==> src/design/fpr_pkg.sv <==
// ----------------------------------------------------------------------------
// Framed packet receiver package
// Framing codes and the request that starts a result burst.
// ----------------------------------------------------------------------------
package fpr_pkg;

  localparam logic [7:0] CODE_SOH = 8'h01;
  localparam logic [7:0] CODE_STX = 8'h02;
  localparam logic [7:0] CODE_ETX = 8'h03;
  localparam logic [7:0] CODE_EOT = 8'h04;

  localparam int HDR_BYTES = 6;

  typedef struct packed {
    logic       go;
    logic       status;
    logic       has_data;
    logic [6:0] length;
    logic [7:0] sender;
    logic [7:0] command;
  } fpr_start_t;

endpackage

==> src/design/fpr_frame.sv <==
// ----------------------------------------------------------------------------
// Framed packet receiver framer
// Hunts for headers, stores the payload, checks trailer and checksum.
// ----------------------------------------------------------------------------
module fpr_frame import fpr_pkg::*; #(
  parameter int MAX_PAYLOAD = 32,
  parameter int AW          = 5
) (
  input  logic          clk,
  input  logic          rst,
  input  logic          fire,
  input  logic [7:0]    rx_byte,
  input  logic [7:0]    own_address,
  input  logic [7:0]    broadcast_address,
  output logic          wr_en,
  output logic [AW-1:0] wr_addr,
  output logic [7:0]    wr_data,
  output fpr_start_t    start
);

  localparam logic [2:0] PH_HUNT = 3'd0;
  localparam logic [2:0] PH_DATA = 3'd1;
  localparam logic [2:0] PH_ETX  = 3'd2;
  localparam logic [2:0] PH_SUM  = 3'd3;
  localparam logic [2:0] PH_EOT  = 3'd4;

  logic [7:0] win [HDR_BYTES];
  logic [2:0] phase;
  logic [6:0] position;
  logic [7:0] exp_len;
  logic [7:0] cmd;
  logic [7:0] sender;
  logic [7:0] sum;
  logic [7:0] rsum;

  logic       hdr_hit;
  logic       dest_ok;
  logic [7:0] hdr_sum;
  logic [6:0] pos_inc;

  assign hdr_hit = (win[1] == CODE_SOH) && (rx_byte == CODE_STX) && (win[2] != win[3]);
  assign dest_ok = (win[2] == own_address) || (win[2] == broadcast_address);
  assign hdr_sum = win[2] + win[3] + win[4] + win[5];
  assign pos_inc = position + 7'd1;

  assign wr_en   = fire && (phase == PH_DATA);
  assign wr_addr = position[AW-1:0];
  assign wr_data = rx_byte;

  always_comb begin
    start          = '0;
    start.go       = fire && (phase == PH_EOT) && (rx_byte == CODE_EOT);
    start.status   = (rsum != sum);
    start.has_data = (rsum == sum) && (exp_len != 8'd0);
    start.length   = exp_len[6:0];
    start.sender   = sender;
    start.command  = cmd;
  end

  always_ff @(posedge clk) begin
    if (rst) begin
      for (int i = 0; i < HDR_BYTES; i++) begin
        win[i] <= 8'd0;
      end
      phase    <= PH_HUNT;
      position <= 7'd0;
      exp_len  <= 8'd0;
      cmd      <= 8'd0;
      sender   <= 8'd0;
      sum      <= 8'd0;
      rsum     <= 8'd0;
    end else if (fire) begin
      unique case (phase)
        PH_HUNT: begin
          for (int i = 0; i < HDR_BYTES - 1; i++) begin
            win[i] <= win[i+1];
          end
          win[HDR_BYTES-1] <= rx_byte;
          if (hdr_hit) begin
            sender   <= win[3];
            position <= 7'd0;
            rsum     <= 8'd0;
            if (!dest_ok || (win[5] > 8'(MAX_PAYLOAD))) begin
              exp_len <= 8'd0;
              cmd     <= 8'd0;
              sum     <= 8'd0;
            end else begin
              cmd     <= win[4];
              exp_len <= win[5];
              sum     <= hdr_sum;
              phase   <= (win[5] == 8'd0) ? PH_ETX : PH_DATA;
            end
          end
        end
        PH_DATA: begin
          position <= pos_inc;
          sum      <= sum + rx_byte;
          if ({1'b0, pos_inc} >= exp_len) begin
            phase <= PH_ETX;
          end
        end
        PH_ETX: begin
          if (rx_byte == CODE_ETX) begin
            phase <= PH_SUM;
          end else begin
            phase    <= PH_HUNT;
            position <= 7'd0;
            exp_len  <= 8'd0;
            cmd      <= 8'd0;
            sum      <= 8'd0;
            rsum     <= 8'd0;
          end
        end
        PH_SUM: begin
          rsum  <= rx_byte;
          phase <= PH_EOT;
        end
        default: begin
          phase    <= PH_HUNT;
          position <= 7'd0;
          exp_len  <= 8'd0;
          cmd      <= 8'd0;
          sum      <= 8'd0;
          rsum     <= 8'd0;
        end
      endcase
    end
  end

endmodule

==> src/design/fpr_emit.sv <==
// ----------------------------------------------------------------------------
// Framed packet receiver result emitter
// Holds payload memory; after EOT emits a result per byte, or one if no data.
// ----------------------------------------------------------------------------
module fpr_emit import fpr_pkg::*; #(
  parameter int MAX_PAYLOAD = 32,
  parameter int AW          = 5
) (
  input  logic          clk,
  input  logic          rst,
  input  logic          wr_en,
  input  logic [AW-1:0] wr_addr,
  input  logic [7:0]    wr_data,
  input  fpr_start_t    start,
  output logic          out_valid,
  input  logic          out_ready,
  output logic          status,
  output logic          has_data,
  output logic          last,
  output logic [7:0]    sender,
  output logic [7:0]    command,
  output logic [6:0]    length,
  output logic [5:0]    byte_index,
  output logic [7:0]    payload_byte
);

  logic [7:0] mem [MAX_PAYLOAD];
  logic [7:0] rdata;

  logic       take;
  logic       rd_en;
  logic [5:0] idx_next;
  logic       hd_next;
  logic [6:0] len_next;

  assign take     = out_valid && out_ready;
  assign hd_next  = start.go ? start.has_data : has_data;
  assign len_next = start.go ? start.length : length;
  assign idx_next = start.go ? 6'd0 : byte_index + 6'd1;
  assign rd_en    = (start.go && start.has_data) || (take && !last);

  assign payload_byte = has_data ? rdata : 8'd0;

  always_ff @(posedge clk) begin
    if (wr_en) begin
      mem[wr_addr] <= wr_data;
    end
  end

  always_ff @(posedge clk) begin
    if (rd_en) begin
      rdata <= mem[idx_next[AW-1:0]];
    end
  end

  always_ff @(posedge clk) begin
    if (rst) begin
      out_valid <= 1'b0;
    end else if (start.go) begin
      out_valid <= 1'b1;
    end else if (take && last) begin
      out_valid <= 1'b0;
    end
  end

  always_ff @(posedge clk) begin
    if (start.go) begin
      status  <= start.status;
      sender  <= start.sender;
      command <= start.command;
    end
    if (start.go || take) begin
      has_data   <= hd_next;
      length     <= len_next;
      byte_index <= idx_next;
      last       <= hd_next ? ((7'(idx_next) + 7'd1) == len_next) : 1'b1;
    end
  end

`ifndef SYNTH
  a_start_idle: assert property (@(posedge clk) disable iff (rst)
    start.go |-> !out_valid)
    else $error("burst started while a result was pending");

  a_nodata_last: assert property (@(posedge clk) disable iff (rst)
    out_valid && !has_data |-> last)
    else $error("result without data is not the last one");

  a_index_range: assert property (@(posedge clk) disable iff (rst)
    out_valid && has_data |-> (7'(byte_index) < length))
    else $error("byte index beyond payload length");

  a_advance: assert property (@(posedge clk) disable iff (rst)
    out_valid && out_ready && !last |=>
      out_valid && (byte_index == $past(byte_index) + 6'd1))
    else $error("burst did not advance to the next byte");
`endif

endmodule

==> src/design/framed_packet_receiver.sv <==
// The first result of a packet is valid in the cycle after its EOT request.
// Throughput: one line byte per cycle while receiving; a good packet then
// streams one result per cycle while m_tready is high, from the payload memory's registered read port.
// The input is held off from EOT until the last result of that packet is taken.
// Reset (rst, synchronous) clears control state and the address registers; the payload
// memory is not cleared, and is only read at entries the current packet wrote.
// ----------------------------------------------------------------------------
// Framed packet receiver
// SOH/STX/ETX/EOT packet receiver with APB address registers.
// ----------------------------------------------------------------------------
module framed_packet_receiver import fpr_pkg::*; #(
  parameter int MAX_PAYLOAD = 32
) (
  input  logic        clk,
  input  logic        rst,
  input  logic        s_tvalid,
  output logic        s_tready,
  input  logic [7:0]  s_tdata,   // [7:0] rx_byte
  output logic        m_tvalid,
  input  logic        m_tready,
  output logic [39:0] m_tdata,   // [7:0] sender, [15:8] command, [22:16] payload_length,
                                 // [28:23] byte_index, [36:29] payload_byte, [39:37] zero
  output logic [1:0]  m_tuser,   // [0] status, [1] has_data
  output logic        m_tlast,
  input  logic        psel,
  input  logic        penable,
  input  logic        pwrite,
  input  logic [2:0]  paddr,
  input  logic [31:0] pwdata,
  output logic [31:0] prdata,
  output logic        pready
);

  localparam int AW = (MAX_PAYLOAD > 1) ? $clog2(MAX_PAYLOAD) : 1;

  logic [7:0]    own_address;
  logic [7:0]    broadcast_address;
  logic          fire;
  logic          wr_en;
  logic [AW-1:0] wr_addr;
  logic [7:0]    wr_data;
  fpr_start_t    start;
  logic          status;
  logic          has_data;
  logic [7:0]    sender;
  logic [7:0]    command;
  logic [6:0]    length;
  logic [5:0]    byte_index;
  logic [7:0]    payload_byte;

  assign pready   = 1'b1;
  assign s_tready = !m_tvalid;
  assign fire     = s_tvalid && s_tready;

  always_ff @(posedge clk) begin
    if (rst) begin
      own_address       <= 8'd0;
      broadcast_address <= 8'd0;
    end else if (psel && penable && pwrite) begin
      if (paddr[2]) begin
        broadcast_address <= pwdata[7:0];
      end else begin
        own_address <= pwdata[7:0];
      end
    end
  end

  assign prdata = {24'd0, paddr[2] ? broadcast_address : own_address};

  fpr_frame #(
    .MAX_PAYLOAD (MAX_PAYLOAD),
    .AW          (AW)
  ) u_frame (
    .clk               (clk),
    .rst               (rst),
    .fire              (fire),
    .rx_byte           (s_tdata),
    .own_address       (own_address),
    .broadcast_address (broadcast_address),
    .wr_en             (wr_en),
    .wr_addr           (wr_addr),
    .wr_data           (wr_data),
    .start             (start)
  );

  fpr_emit #(
    .MAX_PAYLOAD (MAX_PAYLOAD),
    .AW          (AW)
  ) u_emit (
    .clk          (clk),
    .rst          (rst),
    .wr_en        (wr_en),
    .wr_addr      (wr_addr),
    .wr_data      (wr_data),
    .start        (start),
    .out_valid    (m_tvalid),
    .out_ready    (m_tready),
    .status       (status),
    .has_data     (has_data),
    .last         (m_tlast),
    .sender       (sender),
    .command      (command),
    .length       (length),
    .byte_index   (byte_index),
    .payload_byte (payload_byte)
  );

  assign m_tdata = {3'd0, payload_byte, byte_index, length, command, sender};
  assign m_tuser = {has_data, status};

endmodule

==> config.mk <==
export PLATFORM = sky130hd
export DESIGN_NAME = framed_packet_receiver
export DESIGN_NICKNAME = d
export VERILOG_FILES = /design/src/design/fpr_pkg.sv /design/src/design/fpr_frame.sv /design/src/design/fpr_emit.sv /design/src/design/framed_packet_receiver.sv
export SDC_FILE = /design/constraint.sdc
export NUM_CORES = 1
export LEC_CHECK = 0
export BUFFER_PORTS_ARGS = -buffer_cell sky130_fd_sc_hd__buf_2
export CORE_ASPECT_RATIO = 0.6
export CORE_MARGIN = 2
export CORE_UTILIZATION = 55
export DETAILED_ROUTE_END_ITERATION = 7
export PLACE_DENSITY = 0.72
export SYNTH_ARGS = -nofsm -noshare
export SYNTH_HDL_FRONTEND = slang
export SYNTH_HIERARCHICAL = 1
export SYNTH_SLANG_ARGS = --single-unit
==> constraint.sdc <==
create_clock -name clk -period 5.6 [get_ports clk]
set_input_delay 0.28 -clock clk [delete_from_list [all_inputs] [get_ports clk]]
set_output_delay 0.28 -clock clk [all_outputs]
set_load 0.05 [all_outputs]
==> key figures <==
Die
  – Chip height: 147 um
  – Initial Util: 55.5%
  – CORE AREA: 33600 um2
  – I/O Pins: 128
  – Die area: 35400 um2
  – Horiz. Die Dim: 242 um
  – Row count: 52

Logic synthesis
  – Top cell type's share of synthesized area: 54.1%
  – Top-count cell post-synth: edfxtp_1
  – Synth warn: 6
  – Async SR Flop Fraction: 0%
  – Mean area per synthesized cell: 13.0 um2
  – Post-synth top cells: edfxtp_1, nor2_1, nand2_1
  – Prevailing post-synth register cell: edfxtp_1
  – Synthesized flop and latch total: 403
  – Distinct cell type count after synthesis: 91
  – Post-synthesis sequential area ratio: 61.3%
  – Top cell type by total area after synthesis: edfxtp_1
  – Dominant cells by area after synthesis: edfxtp_1, dfxtp_1, mux2i_1
  – Number of synthesized flops with an enable pin: 336
  – Synth Instances: 1438
  – Synthesized cell area: 18600 um2

Power and ir drop
  – Clock Power Share: 40.9%
  – P_leak: 0.00722 uW
  – Sequential share of power: 53.6%
  – Net Sw Frac: 22.0%
  – Power Internal: 4770 uW
  – Comb power frac: 5.5%
  – Peak supply drop: 0.000224 V
  – Pwr dens: 301 nW/um2
  – Psw: 1350 uW

Clocking
  – Num CTS Buffers: 37
  – CTS tree: built
  – Clk root buf: clkbuf_16
  – CTS sink count: 403
  – H-tree Lvls: 2
  – CTS Buffer Depth: 3
  – Worst skew pair latency: 540 ps
  – Clock transition at path regs: 70 ps
  – Post-CTS Resized: 0
  – Post-cts hold buffer count: 0
  – Setup Fix Bufs, Post-CTS: 0

Critical path
  – Reg-to-Reg End: u_emit/rdata[4]
  – R2R Setup Slk: 1350 ps
  – Critical path destination: u_emit/rdata[4]
  – Worst r2r src: u_emit/out_valid
  – CP Capture Type: flop
  – Crit Path Class: reg2reg
  – CP Max Fanout: 39
  – Reg2reg path depth: 9
  – Startpoint types: flop
  – Worst path required time: 5830 ps
  – Setup crit start: u_emit/out_valid
  – Arr. time, crit path: 4470 ps

STA
  – F_max: 235 MHz
  – Hold Slack: 37.5 ps
  – Setup TNS: 0 ps
  – Worst-Margin Slew: 1140 ps
  – Tcrit/Tclk final: 75.9%
  – Final Setup Violations: 0
  – Tmin final: 4250 ps
  – RSZ-0062 raised after global routing: false
  – Fin. Hold Viols: 0
  – Slew Viols, Final: 0
  – Clock Skews: 12.5 ps
  – Relative slew slack: 23.1%

Final layout
  – Fin area: 20300 um2
  – Share of cells above drive strength 1: 15.1%
  – Nets@finish: 1574
  – Area grow syn2layout: 8.96%
  – Fin cells: 1963
  – Layout Utilization: 60.5%
  – Diode count: 0

Global route
  – Gr usage total: 26.0%
  – GRT Residual Overflow: 0
  – First-pass GRT wire length: 69.5 mm
  – Vias in the first global route: 11.3k
  – Initial antenna violation count: 1
  – Largest net degree at the start of global routing: 75

Drt
  – Pre-Repair DR Iteration Count: 5
  – Routed wire length per instance: 23.5 um
  – Total number of vias: 12.0k
  – Vias per cell: 6.13
  – WL final: 46.1 mm
  – ANT nets after route: 0
  – DR iter-0 viols: 1379
  – Residual DRC count: 0

Place
  – Inst Count DP: 1898
  – Hpwl dp: 30.8 mm
  – Placed instance area: 19100 um2
  – GP Congestion: 0.851
  – I/O Buffers: 73

Run
  – Max_cap viols: 0

Worst hold path
  – Worst min-delay path category: in2reg

Outcome
  – Status: completed
state kept, by name (all words and copies together) (netlist names), 3 cells and up:
| signal | flops |
|---|---|
| u_emit/command | 8 |
| broadcast_address | 8 |
| u_emit/mem | 256 |
| own_address | 8 |
| u_frame/win | 40 |
| u_frame/sum | 8 |
| u_frame/sender | 8 |
| u_emit/byte_index | 6 |
| u_frame/exp_len | 8 |
| u_frame/rsum | 8 |
| u_emit/sender | 8 |
| u_frame/position | 7 |
| u_frame/cmd | 8 |
| u_emit/rdata | 8 |
| u_frame/phase | 3 |
| u_emit/length | 7 |
per-layer routing:
metal	GRT usage [%]	share of wire, %	vias to the layer above
li1	-	-	5387
met1	41.5	46	5953
met2	34.3	40	635
met3	8.53	13	58
met4	4.66	1.2	2
met5	0	0.033	-
critical path: stages, from the launching register on:
cell,delay [ps]
dfxtp_1,360
nor2b_1,620
nand4_1,200
nor4b_2,460
buf_4,290
buf_4,450
nor2_1,100
mux2_2,490
nor4_1,770
a41oi_1,170
cells by family after synthesis:
logic type | after synthesis | synth area share, %
compound gates | 258 | 10.4
buf+inv | 189 | 5.42
xor+xnor | 49 | 2.66
fa+ha+maj | 46 | 3.69
simple gates | 400 | 11.4
flops | 403 | 61.3
mux | 91 | 5.15
other cells | 2 | 0.0403
per-stage QoR:
step	worst slack, ps	total power, uW
2_1_floorplan	260	3580
3_3_place_gp	1110	3660
3_5_place_dp	1020	3670
4_1_cts	1440	6160
5_1_grt	1100	6310
6_report	1350	6120
power by group through the flow:
| stage | clock [uW] | sequential (uW) | combinational [uW] |
|---|---|---|---|
| 2_1_floorplan | 0 | 3330 | 250 |
| 3_3_place_gp | 0 | 3340 | 321 |
| 3_5_place_dp | 0 | 3340 | 326 |
| 4_1_cts | 2550 | 3280 | 330 |
| 5_1_grt | 2670 | 3280 | 364 |
| 6_report | 2510 | 3280 | 337 |
final cells by class:
class	instances	area, um2
Fill cell	2598	13300
Clock buffer	50	1020
Multi-Input combinational cell	872	6310
Tap cell	459	574
Clock inverter	15	151
Sequential cell	403	11400
Inverter	63	239
Timing Repair Buffer	101	591
layout by cell type (no fill, tap or decap), types with 28 or more instances in the layout:
cell type / instances
edfxtp_1: 336
nor2_1: 82
nand2_1: 80
buf_2: 72
dfxtp_1: 67
mux2i_1: 60
a21oi_1: 59
inv_1: 58
nor3_1: 52
nand2b_1: 51
clkbuf_16: 39
a211oi_1: 39
xor2_1: 31
ha_1: 31
mux2_2: 29
o22ai_1: 29
conb_1: 28
buf_4: 28
how the worst min path moves through the flow:
stage	startpoint	depth (start not counted)	end	slack, ps
after floorplan	rst	1	u_emit/out_valid	350
after global placement	u_frame/cmd[7]	0	u_emit/command[7]	420
final	pwdata[5]	3	own_address[5]	40
after detailed placement	u_frame/sender[7]	0	u_emit/sender[7]	420
after CTS	pwdata[4]	3	own_address[4]	20
after global routing	pwdata[5]	3	broadcast_address[5]	40
Note: power is estimated with default switching activity, not from simulation.
